[src/rtl/at_sms_pkg.sv]
package at_sms_pkg;

    localparam int MAX_LINE = 128;
    localparam int LINE_LEN_W = 8;

    localparam int TIMEOUT_W = 16;
    localparam int RETRY_W = 3;
    localparam int ELAPSED_W = 17;
    localparam int CFG_IDX_W = 1;
    localparam int CFG_DATA_W = 16;

    localparam logic [TIMEOUT_W-1:0] TIMEOUT_RESET = 16'd2000;
    localparam logic [RETRY_W-1:0] RETRY_RESET = 3'd3;
    localparam logic [ELAPSED_W-1:0] ELAPSED_MAX = 17'h1FFFF;

    localparam logic [CFG_IDX_W-1:0] CFG_TIMEOUT = 1'b0;
    localparam logic [CFG_IDX_W-1:0] CFG_RETRY = 1'b1;

    localparam int Q_DEPTH = 2;
    localparam int Q_PTR_W = (Q_DEPTH > 1) ? $clog2(Q_DEPTH) : 1;
    localparam int Q_CNT_W = $clog2(Q_DEPTH + 1);

    // input opcodes
    localparam logic [1:0] OP_TICK = 2'd0;
    localparam logic [1:0] OP_BYTE = 2'd1;
    localparam logic [1:0] OP_TRIGGER = 2'd2;

    localparam logic [7:0] BYTE_CR = 8'd13;
    localparam logic [7:0] BYTE_LF = 8'd10;

    localparam logic [15:0] PAT_OK = 16'h4F4B;
    localparam logic [15:0] PAT_PROMPT = 16'h3E20;
    localparam logic [47:0] PAT_CMGS = 48'h2B434D47533A;

    // pattern_seen bits
    localparam int SEEN_OK = 0;
    localparam int SEEN_PROMPT = 1;
    localparam int SEEN_CMGS = 2;

    // command codes
    localparam logic [2:0] CMD_AT = 3'd0;
    localparam logic [2:0] CMD_ATE0 = 3'd1;
    localparam logic [2:0] CMD_CSMS = 3'd2;
    localparam logic [2:0] CMD_CMGF = 3'd3;
    localparam logic [2:0] CMD_CSMP = 3'd4;
    localparam logic [2:0] CMD_CMGS = 3'd5;
    localparam logic [2:0] CMD_CONTENT = 3'd6;
    localparam logic [2:0] CMD_CTRL_Z = 3'd7;

    typedef enum logic [3:0] {
        ST_IDLE            = 4'd0,
        ST_INIT            = 4'd1,
        ST_HANDSHAKE       = 4'd2,
        ST_ECHO_OFF        = 4'd3,
        ST_CSMS_SET        = 4'd4,
        ST_TEXT_MODE       = 4'd5,
        ST_ENCODING_SET    = 4'd6,
        ST_PHONE_NUMBER    = 4'd7,
        ST_CONTENT_PROMPT  = 4'd8,
        ST_SEND_CONTENT    = 4'd9,
        ST_SEND_TERMINATOR = 4'd10,
        ST_CONFIRMATION    = 4'd11,
        ST_COMPLETE        = 4'd12,
        ST_ERROR           = 4'd13
    } t_seq_state;

    typedef enum logic [1:0] {
        EV_NONE    = 2'd0,
        EV_TICK    = 2'd1,
        EV_LINE    = 2'd2,
        EV_TRIGGER = 2'd3
    } t_ev_kind;

    typedef struct packed {
        t_ev_kind   kind;
        logic [2:0] seen;
    } t_event;

endpackage

[src/rtl/at_sms_front.sv]
module at_sms_front (
    input  logic                i_clk,
    input  logic                i_rst_n,
    input  logic                i_in_valid,
    output logic                o_in_ready,
    input  logic [1:0]          i_op,
    input  logic [7:0]          i_rx_byte,
    input  logic                i_q_full,
    output logic                o_push,
    output at_sms_pkg::t_event  o_event
);

    logic [at_sms_pkg::LINE_LEN_W-1:0] r_line_len, n_line_len;
    logic [47:0]                       r_recent, n_recent;
    logic [2:0]                        r_seen, n_seen;
    logic                              w_accept;

    assign o_in_ready = !i_q_full;
    assign w_accept = i_in_valid && !i_q_full;
    assign o_push = w_accept;

    always_comb begin
        n_line_len = r_line_len;
        n_recent = r_recent;
        n_seen = r_seen;
        o_event.kind = at_sms_pkg::EV_NONE;
        o_event.seen = r_seen;
        case (i_op)
            at_sms_pkg::OP_TICK: begin
                o_event.kind = at_sms_pkg::EV_TICK;
            end
            at_sms_pkg::OP_TRIGGER: begin
                o_event.kind = at_sms_pkg::EV_TRIGGER;
            end
            at_sms_pkg::OP_BYTE: begin
                if (i_rx_byte == at_sms_pkg::BYTE_CR || i_rx_byte == at_sms_pkg::BYTE_LF) begin
                    // line end carries what the line matched, then the line restarts
                    o_event.kind = at_sms_pkg::EV_LINE;
                    n_line_len = '0;
                    n_recent = '0;
                    n_seen = '0;
                end else if (r_line_len < at_sms_pkg::LINE_LEN_W'(at_sms_pkg::MAX_LINE - 1)) begin
                    n_line_len = r_line_len + 1'b1;
                    n_recent = {r_recent[39:0], i_rx_byte};
                    if (n_recent[15:0] == at_sms_pkg::PAT_OK) begin
                        n_seen[at_sms_pkg::SEEN_OK] = 1'b1;
                    end
                    if (n_recent[15:0] == at_sms_pkg::PAT_PROMPT) begin
                        n_seen[at_sms_pkg::SEEN_PROMPT] = 1'b1;
                    end
                    if (n_recent == at_sms_pkg::PAT_CMGS) begin
                        n_seen[at_sms_pkg::SEEN_CMGS] = 1'b1;
                    end
                end
            end
            default: begin
                o_event.kind = at_sms_pkg::EV_NONE;
            end
        endcase
    end

    always_ff @(posedge i_clk) begin
        if (!i_rst_n) begin
            r_line_len <= '0;
            r_recent <= '0;
            r_seen <= '0;
        end else if (w_accept) begin
            r_line_len <= n_line_len;
            r_recent <= n_recent;
            r_seen <= n_seen;
        end
    end

endmodule

[src/rtl/at_sms_fifo.sv]
module at_sms_fifo (
    input  logic                i_clk,
    input  logic                i_rst_n,
    input  logic                i_push,
    input  at_sms_pkg::t_event  i_data,
    input  logic                i_pop,
    output at_sms_pkg::t_event  o_data,
    output logic                o_empty,
    output logic                o_full
);

    at_sms_pkg::t_event                 r_mem [at_sms_pkg::Q_DEPTH];
    logic [at_sms_pkg::Q_PTR_W-1:0]     r_wr_ptr, r_rd_ptr;
    logic [at_sms_pkg::Q_CNT_W-1:0]     r_count;
    logic                               w_push, w_pop;

    assign o_empty = (r_count == '0);
    assign o_full = (r_count == at_sms_pkg::Q_CNT_W'(at_sms_pkg::Q_DEPTH));
    assign w_push = i_push && !o_full;
    assign w_pop = i_pop && !o_empty;
    assign o_data = r_mem[r_rd_ptr];

    always_ff @(posedge i_clk) begin
        if (w_push) begin
            r_mem[r_wr_ptr] <= i_data;
        end
    end

    always_ff @(posedge i_clk) begin
        if (!i_rst_n) begin
            r_wr_ptr <= '0;
            r_rd_ptr <= '0;
            r_count <= '0;
        end else begin
            if (w_push) begin
                r_wr_ptr <= (r_wr_ptr == at_sms_pkg::Q_PTR_W'(at_sms_pkg::Q_DEPTH - 1))
                            ? '0 : r_wr_ptr + 1'b1;
            end
            if (w_pop) begin
                r_rd_ptr <= (r_rd_ptr == at_sms_pkg::Q_PTR_W'(at_sms_pkg::Q_DEPTH - 1))
                            ? '0 : r_rd_ptr + 1'b1;
            end
            if (w_push && !w_pop) begin
                r_count <= r_count + 1'b1;
            end else if (w_pop && !w_push) begin
                r_count <= r_count - 1'b1;
            end
        end
    end

    a_count_bound: assert property (@(posedge i_clk) disable iff (!i_rst_n)
        r_count <= at_sms_pkg::Q_CNT_W'(at_sms_pkg::Q_DEPTH))
        else $error("queue count beyond depth");

    a_full_holds: assert property (@(posedge i_clk) disable iff (!i_rst_n)
        (o_full && !i_pop) |=> o_full)
        else $error("full queue drained without a pop");

    a_empty_holds: assert property (@(posedge i_clk) disable iff (!i_rst_n)
        (o_empty && !i_push) |=> o_empty)
        else $error("empty queue filled without a push");

endmodule

[src/rtl/at_sms_back.sv]
module at_sms_back (
    input  logic                                i_clk,
    input  logic                                i_rst_n,
    input  logic                                i_cfg_we,
    input  logic [at_sms_pkg::CFG_IDX_W-1:0]    i_cfg_idx,
    input  logic [at_sms_pkg::CFG_DATA_W-1:0]   i_cfg_wdata,
    input  at_sms_pkg::t_event                  i_event,
    input  logic                                i_q_empty,
    output logic                                o_pop,
    output logic                                o_out_valid,
    input  logic                                i_out_ready,
    output logic                                o_cmd_valid,
    output logic [2:0]                          o_cmd_code,
    output logic                                o_done_pulse,
    output logic                                o_error_pulse,
    output logic [3:0]                          o_seq_state
);

    logic [at_sms_pkg::TIMEOUT_W-1:0]   r_timeout;
    logic [at_sms_pkg::RETRY_W-1:0]     r_retry_limit;

    at_sms_pkg::t_seq_state             r_state, n_state;
    logic [at_sms_pkg::RETRY_W-1:0]     r_retry, n_retry;
    logic [at_sms_pkg::ELAPSED_W-1:0]   r_elapsed, n_elapsed;

    logic [at_sms_pkg::ELAPSED_W-1:0]   w_elapsed_inc;
    logic                               w_late;
    logic [at_sms_pkg::RETRY_W:0]       w_retry_next;
    logic                               w_exhausted;
    logic                               n_cmd_valid, n_done, n_error;
    logic [2:0]                         n_cmd_code;

    logic                               r_out_valid;
    logic                               r_cmd_valid, r_done, r_error;
    logic [2:0]                         r_cmd_code;
    logic [3:0]                         r_seq_state;

    assign o_pop = !i_q_empty && (!r_out_valid || i_out_ready);

    always_ff @(posedge i_clk) begin
        if (!i_rst_n) begin
            r_timeout <= at_sms_pkg::TIMEOUT_RESET;
            r_retry_limit <= at_sms_pkg::RETRY_RESET;
        end else if (i_cfg_we) begin
            case (i_cfg_idx)
                at_sms_pkg::CFG_TIMEOUT: r_timeout <= i_cfg_wdata[at_sms_pkg::TIMEOUT_W-1:0];
                at_sms_pkg::CFG_RETRY: r_retry_limit <= i_cfg_wdata[at_sms_pkg::RETRY_W-1:0];
                default: begin
                end
            endcase
        end
    end

    assign w_elapsed_inc = (r_elapsed < at_sms_pkg::ELAPSED_MAX) ? r_elapsed + 1'b1 : r_elapsed;
    assign w_late = w_elapsed_inc > at_sms_pkg::ELAPSED_W'(r_timeout);
    assign w_retry_next = {1'b0, r_retry} + 1'b1;
    assign w_exhausted = w_retry_next >= {1'b0, r_retry_limit};

    always_comb begin
        n_state = r_state;
        n_retry = r_retry;
        n_elapsed = r_elapsed;
        n_cmd_valid = 1'b0;
        n_cmd_code = at_sms_pkg::CMD_AT;
        n_done = 1'b0;
        n_error = 1'b0;
        case (i_event.kind)
            at_sms_pkg::EV_TICK: begin
                n_elapsed = w_elapsed_inc;
                case (r_state)
                    at_sms_pkg::ST_IDLE: begin
                    end
                    at_sms_pkg::ST_INIT: begin
                        n_cmd_valid = 1'b1;
                        n_cmd_code = at_sms_pkg::CMD_AT;
                        n_state = at_sms_pkg::ST_HANDSHAKE;
                        n_elapsed = '0;
                    end
                    at_sms_pkg::ST_HANDSHAKE, at_sms_pkg::ST_ECHO_OFF, at_sms_pkg::ST_CSMS_SET,
                    at_sms_pkg::ST_TEXT_MODE, at_sms_pkg::ST_ENCODING_SET,
                    at_sms_pkg::ST_CONTENT_PROMPT, at_sms_pkg::ST_CONFIRMATION: begin
                        if (w_late) begin
                            if (w_exhausted) begin
                                n_state = at_sms_pkg::ST_ERROR;
                                n_retry = '0;
                                n_error = 1'b1;
                            end else begin
                                n_retry = w_retry_next[at_sms_pkg::RETRY_W-1:0];
                                n_elapsed = '0;
                                if (r_state == at_sms_pkg::ST_HANDSHAKE) begin
                                    n_state = at_sms_pkg::ST_INIT;
                                end else if (r_state == at_sms_pkg::ST_CONTENT_PROMPT ||
                                             r_state == at_sms_pkg::ST_CONFIRMATION) begin
                                    n_state = at_sms_pkg::ST_PHONE_NUMBER;
                                end else begin
                                    // config stages all fall back to echo off, no resend
                                    n_state = at_sms_pkg::ST_ECHO_OFF;
                                end
                            end
                            // abandoned prompt still gets a ctrl-z
                            if (r_state == at_sms_pkg::ST_CONTENT_PROMPT) begin
                                n_cmd_valid = 1'b1;
                                n_cmd_code = at_sms_pkg::CMD_CTRL_Z;
                            end
                        end
                    end
                    at_sms_pkg::ST_PHONE_NUMBER: begin
                        n_cmd_valid = 1'b1;
                        n_cmd_code = at_sms_pkg::CMD_CMGS;
                        n_state = at_sms_pkg::ST_CONTENT_PROMPT;
                        n_elapsed = '0;
                    end
                    at_sms_pkg::ST_SEND_CONTENT: begin
                        n_cmd_valid = 1'b1;
                        n_cmd_code = at_sms_pkg::CMD_CONTENT;
                        n_state = at_sms_pkg::ST_SEND_TERMINATOR;
                        n_elapsed = '0;
                    end
                    at_sms_pkg::ST_SEND_TERMINATOR: begin
                        n_cmd_valid = 1'b1;
                        n_cmd_code = at_sms_pkg::CMD_CTRL_Z;
                        n_state = at_sms_pkg::ST_CONFIRMATION;
                        n_elapsed = '0;
                    end
                    at_sms_pkg::ST_COMPLETE: begin
                        n_state = at_sms_pkg::ST_IDLE;
                    end
                    at_sms_pkg::ST_ERROR: begin
                        n_state = at_sms_pkg::ST_IDLE;
                        n_retry = '0;
                        n_elapsed = '0;
                    end
                    default: begin
                        n_state = at_sms_pkg::ST_IDLE;
                    end
                endcase
            end
            at_sms_pkg::EV_LINE: begin
                case (r_state)
                    at_sms_pkg::ST_HANDSHAKE, at_sms_pkg::ST_ECHO_OFF, at_sms_pkg::ST_CSMS_SET,
                    at_sms_pkg::ST_TEXT_MODE: begin
                        if (i_event.seen[at_sms_pkg::SEEN_OK]) begin
                            n_cmd_valid = 1'b1;
                            n_retry = '0;
                            n_elapsed = '0;
                            if (r_state == at_sms_pkg::ST_HANDSHAKE) begin
                                n_cmd_code = at_sms_pkg::CMD_ATE0;
                                n_state = at_sms_pkg::ST_ECHO_OFF;
                            end else if (r_state == at_sms_pkg::ST_ECHO_OFF) begin
                                n_cmd_code = at_sms_pkg::CMD_CSMS;
                                n_state = at_sms_pkg::ST_CSMS_SET;
                            end else if (r_state == at_sms_pkg::ST_CSMS_SET) begin
                                n_cmd_code = at_sms_pkg::CMD_CMGF;
                                n_state = at_sms_pkg::ST_TEXT_MODE;
                            end else begin
                                n_cmd_code = at_sms_pkg::CMD_CSMP;
                                n_state = at_sms_pkg::ST_ENCODING_SET;
                            end
                        end
                    end
                    at_sms_pkg::ST_ENCODING_SET: begin
                        if (i_event.seen[at_sms_pkg::SEEN_OK]) begin
                            n_state = at_sms_pkg::ST_PHONE_NUMBER;
                            n_retry = '0;
                            n_elapsed = '0;
                        end
                    end
                    at_sms_pkg::ST_CONTENT_PROMPT: begin
                        if (i_event.seen[at_sms_pkg::SEEN_PROMPT]) begin
                            n_state = at_sms_pkg::ST_SEND_CONTENT;
                        end
                    end
                    at_sms_pkg::ST_CONFIRMATION: begin
                        if (i_event.seen[at_sms_pkg::SEEN_CMGS]) begin
                            n_state = at_sms_pkg::ST_COMPLETE;
                            n_retry = '0;
                            n_elapsed = '0;
                            n_done = 1'b1;
                        end
                    end
                    default: begin
                        // line dropped outside waiting states
                    end
                endcase
            end
            at_sms_pkg::EV_TRIGGER: begin
                if (r_state == at_sms_pkg::ST_IDLE) begin
                    n_state = at_sms_pkg::ST_INIT;
                end
            end
            default: begin
            end
        endcase
    end

    always_ff @(posedge i_clk) begin
        if (!i_rst_n) begin
            r_state <= at_sms_pkg::ST_IDLE;
            r_retry <= '0;
            r_elapsed <= '0;
        end else if (o_pop) begin
            r_state <= n_state;
            r_retry <= n_retry;
            r_elapsed <= n_elapsed;
        end
    end

    // result register, refilled in the cycle it is taken if the queue holds an event
    always_ff @(posedge i_clk) begin
        if (!i_rst_n) begin
            r_out_valid <= 1'b0;
        end else if (o_pop) begin
            r_out_valid <= 1'b1;
        end else if (i_out_ready) begin
            r_out_valid <= 1'b0;
        end
    end

    always_ff @(posedge i_clk) begin
        if (o_pop) begin
            r_cmd_valid <= n_cmd_valid;
            r_cmd_code <= n_cmd_code;
            r_done <= n_done;
            r_error <= n_error;
            r_seq_state <= n_state;
        end
    end

    assign o_out_valid = r_out_valid;
    assign o_cmd_valid = r_cmd_valid;
    assign o_cmd_code = r_cmd_code;
    assign o_done_pulse = r_done;
    assign o_error_pulse = r_error;
    assign o_seq_state = r_seq_state;

    a_done_complete: assert property (@(posedge i_clk) disable iff (!i_rst_n)
        (r_out_valid && r_done) |-> (r_seq_state == at_sms_pkg::ST_COMPLETE && !r_error))
        else $error("done beat without complete state");

    a_error_state: assert property (@(posedge i_clk) disable iff (!i_rst_n)
        (r_out_valid && r_error) |-> (r_seq_state == at_sms_pkg::ST_ERROR))
        else $error("error beat without error state");

    a_code_zero: assert property (@(posedge i_clk) disable iff (!i_rst_n)
        (r_out_valid && !r_cmd_valid) |-> (r_cmd_code == at_sms_pkg::CMD_AT))
        else $error("command code set without command");

    a_state_tracks: assert property (@(posedge i_clk) disable iff (!i_rst_n)
        (r_out_valid && $past(o_pop) && i_rst_n && $past(i_rst_n)) |-> (r_seq_state == r_state))
        else $error("reported state differs from sequencer state");

endmodule

[src/rtl/at_sms_send_sequencer_unit.sv]
// Text-message send sequencer for an AT-command modem. Each input beat is a tick, a
// received modem byte or a send trigger (op 3 does nothing); every beat yields exactly
// one result beat with the command to transmit, done and error pulses and the state
// after the beat. A front stage assembles received bytes into lines and matches OK, the
// "> " prompt and +CMGS: on the fly; a two-entry queue hands tick, line-end and trigger
// events to the back stage, which runs the sequencer, timeouts and retries per event.
// One beat is accepted every cycle while the queue is not full; each result goes through
// the queue entry and the result register. The user must write the timeout and retry
// limit registers through the cfg port only while the block is idle; the block does not enforce this.
module at_sms_send_sequencer_unit (
    input  logic                                i_clk,
    input  logic                                i_rst_n,
    input  logic                                i_cfg_we,
    input  logic [at_sms_pkg::CFG_IDX_W-1:0]    i_cfg_idx,
    input  logic [at_sms_pkg::CFG_DATA_W-1:0]   i_cfg_wdata,
    input  logic                                i_in_valid,
    output logic                                o_in_ready,
    input  logic [1:0]                          i_op,
    input  logic [7:0]                          i_rx_byte,
    output logic                                o_out_valid,
    input  logic                                i_out_ready,
    output logic                                o_cmd_valid,
    output logic [2:0]                          o_cmd_code,
    output logic                                o_done_pulse,
    output logic                                o_error_pulse,
    output logic [3:0]                          o_seq_state
);

    at_sms_pkg::t_event w_push_event, w_pop_event;
    logic               w_push, w_pop, w_q_empty, w_q_full;

    at_sms_front u_front (
        .i_clk      (i_clk),
        .i_rst_n    (i_rst_n),
        .i_in_valid (i_in_valid),
        .o_in_ready (o_in_ready),
        .i_op       (i_op),
        .i_rx_byte  (i_rx_byte),
        .i_q_full   (w_q_full),
        .o_push     (w_push),
        .o_event    (w_push_event)
    );

    at_sms_fifo u_fifo (
        .i_clk   (i_clk),
        .i_rst_n (i_rst_n),
        .i_push  (w_push),
        .i_data  (w_push_event),
        .i_pop   (w_pop),
        .o_data  (w_pop_event),
        .o_empty (w_q_empty),
        .o_full  (w_q_full)
    );

    at_sms_back u_back (
        .i_clk         (i_clk),
        .i_rst_n       (i_rst_n),
        .i_cfg_we      (i_cfg_we),
        .i_cfg_idx     (i_cfg_idx),
        .i_cfg_wdata   (i_cfg_wdata),
        .i_event       (w_pop_event),
        .i_q_empty     (w_q_empty),
        .o_pop         (w_pop),
        .o_out_valid   (o_out_valid),
        .i_out_ready   (i_out_ready),
        .o_cmd_valid   (o_cmd_valid),
        .o_cmd_code    (o_cmd_code),
        .o_done_pulse  (o_done_pulse),
        .o_error_pulse (o_error_pulse),
        .o_seq_state   (o_seq_state)
    );

endmodule
[config.mk]
export PLATFORM = sky130hd
export DESIGN_NAME = at_sms_send_sequencer_unit
export DESIGN_NICKNAME = d
export VERILOG_FILES = /design/src/rtl/at_sms_pkg.sv /design/src/rtl/at_sms_front.sv /design/src/rtl/at_sms_fifo.sv /design/src/rtl/at_sms_back.sv /design/src/rtl/at_sms_send_sequencer_unit.sv
export SDC_FILE = /design/constraint.sdc
export NUM_CORES = 1
export LEC_CHECK = 0
export BUFFER_PORTS_ARGS = -buffer_cell sky130_fd_sc_hd__buf_4
export CORE_MARGIN = 2
export CORE_UTILIZATION = 40
export CTS_CLUSTER_DIAMETER = 60
export DETAILED_ROUTE_END_ITERATION = 10
export GPL_ROUTABILITY_DRIVEN = 1
export PLACE_DENSITY = 0.65
export SYNTH_ARGS = -nofsm -noshare
export SYNTH_HDL_FRONTEND = slang
export SYNTH_HIERARCHICAL = 1
export SYNTH_SLANG_ARGS = --single-unit
[constraint.sdc]
create_clock -name i_clk -period 5.6 [get_ports i_clk]
set_input_delay 0.28 -clock i_clk [delete_from_list [all_inputs] [get_ports i_clk]]
set_output_delay 0.28 -clock i_clk [all_outputs]
set_load 0.01 [all_outputs]
==> flow_summary.json <==
{
  "antenna_cells": 0,
  "path_max_fanout": 10,
  "period_share_pct": 77.7,
  "yosysSeqAreaShare_pct": 40.3,
  "most-common-layout-cells": "dfxtp_1 (100), nand2_1 (93), buf_4 (51), nor2_1 (50), a21oi_1 (48)",
  "power_density_nw_per_um2": 373,
  "postSynthCellCount": 745,
  "setup_viol": 0,
  "start_util_pct": 40.8,
  "startpoint_type": "flop",
  "crit_required_ns": 5.76,
  "clock.fmax_ghz": 0.230,
  "nFillCells": 1521,
  "ys_ff_latch": 120,
  "hold_violations": 0,
  "drive_gt1_share_pct": 13.2,
  "vias": 5532,
  "hold_buffers": 0,
  "route.detailed.drc": 0,
  "synth_ff_type": "dfxtp_1",
  "hp-class": "input port to flop",
  "port_buffers": 43,
  "p_leak_nw": 2.86,
  "cts.sinks": 120,
  "die-area_sq_um": 17200,
  "cts.clk_slew.worst_paths_ns": 0.05,
  "r2r_cells": 15,
  "core_area_sq_um": 15800,
  "synth.avg_cell_area_sq_um": 8.66,
  "grt_antenna_before_repair": 0,
  "synth_area_sq_um": 6450,
  "num_rows": 46,
  "async_reset_ff_share_pct": 0,
  "run_status": "completed",
  "max_slew.worst_pin.slew_ns": 0.940,
  "grt_max_degree": 69,
  "gp_congestion": 0.888,
  "finalMaxSlewViolations": 0,
  "grt_pass1_wl_um": 23900,
  "syn_nets": 804,
  "hpwl_um": 9700,
  "post_cts_buffers": 0,
  "finalWirelength_um": 14400,
  "grtUsageTotal_pct": 17.3,
  "seqCellArea_sq_um": 2600,
  "critPathCaptureType": "flop",
  "cts_tree": "done",
  "crit_start": "u_back/r_elapsed[3]",
  "rr_startpoint": "u_back/r_elapsed[3]",
  "wl_per_cell_um": 14.4,
  "max_cap_violations": 0,
  "cp.arrival_ns": 4.51,
  "min_period_ns": 4.35,
  "root_buffer": "clkbuf_16",
  "fin_tns_setup_ns": 0,
  "worstSetupEndpoint": "u_back/o_seq_state[3]",
  "ctsLongestPathBuffers": 2,
  "area_growth_pct": 17.0,
  "first_pass_iters": 5,
  "finClkSkew_ns": 0.00653,
  "timing.hold.ws_ns": 0.0977,
  "rrSetupSlack_ns": 1.25,
  "max_slew_margin_pct": 37.2,
  "avgViaCountPerCell": 5.50,
  "grt-ovfl-total": 0,
  "post_cts_resized": 0,
  "ir_worst_vdd_uv": 332,
  "cp_cell_sequence": "and4_1 > nand3_1 > or3_1 > nor2_1 > nand3_1 > xnor2_1 > ha_1 > a211o_1 > o211ai_1 > a21oi_1 > o31ai_1 > nand3_4 > a22o_1 > a211o_1 > a22o_1",
  "grt_pass1_vias": 5033,
  "synth_edf_count": 20,
  "cts.htree.levels": 4,
  "worstReg2RegEnd": "u_back/o_seq_state[3]",
  "multi_input_area_sq_um": 3510,
  "drt_iter0_drc": 384,
  "ys.warnings.count": 6,
  "fin_nets": 835,
  "die_h_um": 131,
  "rsz0062_at_grt": "no",
  "drtAntennaViolNets": 0,
  "fp.dieW_um": 131,
  "io_pins": 44,
  "clock_latency_ns": 0.41,
  "yosysUniqueCellTypes": 72,
  "final_common_cell": "dfxtp_1",
  "setup.worst_path.class": "flop to flop",
  "worst_path_max_delay_cell": "o31ai_1",
  "cts_made_buffers": 17,
  "max_stage_delay_ns": 0.63
}
logic make-up after synthesis:
kind of cell,share of synthesized area (%)
AOI/OAI and AO/OA,19.5
and+or+nand+nor,25.5
adders and majority gates,5.24
buffers and inverters,5.31
muxes,1.36
xor gates and xnor gates,2.73
DFF,40.3
worst max-delay path: cells and delay by family (launching register included):
family	cells	cell delay, ns
simple gates	6	1.47
fa+ha+maj	1	0.21
xor+xnor	1	0.17
compound gates	7	1.82
flops	1	0.45
cells in the mapped netlist (all sizes together), types with 3 or more instances:
| library cell | instances | share of area, % |
|---|---|---|
| a21boi | 7 | 0.81 |
| a21oi | 48 | 3.7 |
| a22oi | 39 | 4.5 |
| a31oi | 12 | 1.5 |
| and2 | 5 | 0.48 |
| and3 | 6 | 0.58 |
| and4 | 4 | 0.58 |
| buf | 18 | 2.0 |
| clkbuf | 21 | 1.2 |
| dfxtp | 100 | 31 |
| edfxtp | 20 | 9.3 |
| ha | 27 | 5.2 |
| inv | 35 | 2.0 |
| mux2 | 6 | 1.0 |
| nand2 | 93 | 5.4 |
| nand2b | 10 | 0.97 |
| nand3 | 28 | 2.4 |
| nand4 | 20 | 1.9 |
| nor2 | 50 | 2.9 |
| nor2b | 44 | 4.3 |
| nor3 | 14 | 1.2 |
| nor4 | 5 | 0.48 |
| nor4b | 4 | 0.54 |
| nor4bb | 3 | 0.47 |
| o211ai | 17 | 2.1 |
| o21a | 8 | 0.93 |
| o21ai | 22 | 1.8 |
| o31ai | 7 | 0.81 |
| or3 | 7 | 0.68 |
| or4 | 7 | 0.81 |
| xnor2 | 9 | 1.5 |
| xor2 | 9 | 1.2 |
stage by stage:
step / setup WS (ns) / std cells / util [%] / total power (W) / instance area (sq um)
floorplan: 1.54 / 745 / - / 0.00147 / 6450
global placement: 1.46 / 973 / 43.6 / 0.00165 / 6900
detailed placement: 1.33 / 973 / 43.6 / 0.00165 / 6900
CTS: 1.32 / 1005 / 47.7 / 0.00283 / 7550
global route: 1.04 / 1005 / 47.7 / 0.00296 / 7550
finish: 1.25 / 1005 / 47.7 / 0.00281 / 7550
power by group:
group | switching (W) | internal, W | leakage (nW)
sequential | 0.0000565 | 0.000973 | 1.00
combinational | 0.000382 | 0.000232 | 1.53
clock | 0.000386 | 0.000786 | 0.321
how the worst min path moves through the flow:
stage                      startpoint                   end  slack (ns)  cells past startpoint
finish                i_cfg_wdata[10]  u_back/r_timeout[10]         0.1                      3
global route          i_cfg_wdata[10]  u_back/r_timeout[10]        0.09                      3
CTS                    i_cfg_wdata[6]   u_back/r_timeout[6]        0.08                      3
detailed placement  u_front/r_seen[2]    u_fifo/r_mem[1][2]        0.45                      0
global placement    u_front/r_seen[2]    u_fifo/r_mem[1][2]        0.44                      0
floorplan                     i_rst_n       u_fifo/r_wr_ptr        0.40                      1
layer usage:
metal  track usage [%]  wire length (um)
met1              23.1              6720
met4              5.69               177
met2              27.4              6820
met5                 0                 0
met3              4.52               722
flip-flops by register name, indices dropped and copies added, names as in the netlist, named ones only:
| signal | count |
|---|---|
| u_front/r_recent | 40 |
| u_back/r_elapsed | 17 |
| u_back/r_timeout | 16 |
| u_fifo/r_mem | 10 |
| u_front/r_line_len | 8 |
| u_back/o_seq_state | 4 |
| u_back/r_state | 4 |
| u_back/o_cmd_code | 3 |
| u_back/r_retry | 3 |
| u_back/r_retry_limit | 3 |
| u_front/r_seen | 3 |
| u_fifo/r_count | 2 |
| u_back/o_cmd_valid | 1 |
| u_back/o_done_pulse | 1 |
| u_back/o_error_pulse | 1 |
| u_back/o_out_valid | 1 |
| u_fifo/r_rd_ptr | 1 |
| u_fifo/r_wr_ptr | 1 |
area by class of cell:
class                           instances  share of cell area, %
Clock buffer                           23                   6.88
Tap cell                              216                   3.58
Clock inverter                          9                   1.74
Timing Repair Buffer                   51                   5.07
Multi-Input combinational cell        550                   46.5
Inverter                               36                   1.79
Sequential cell                       120                   34.5
No activity file was read; power rests on OpenSTA's default activity.
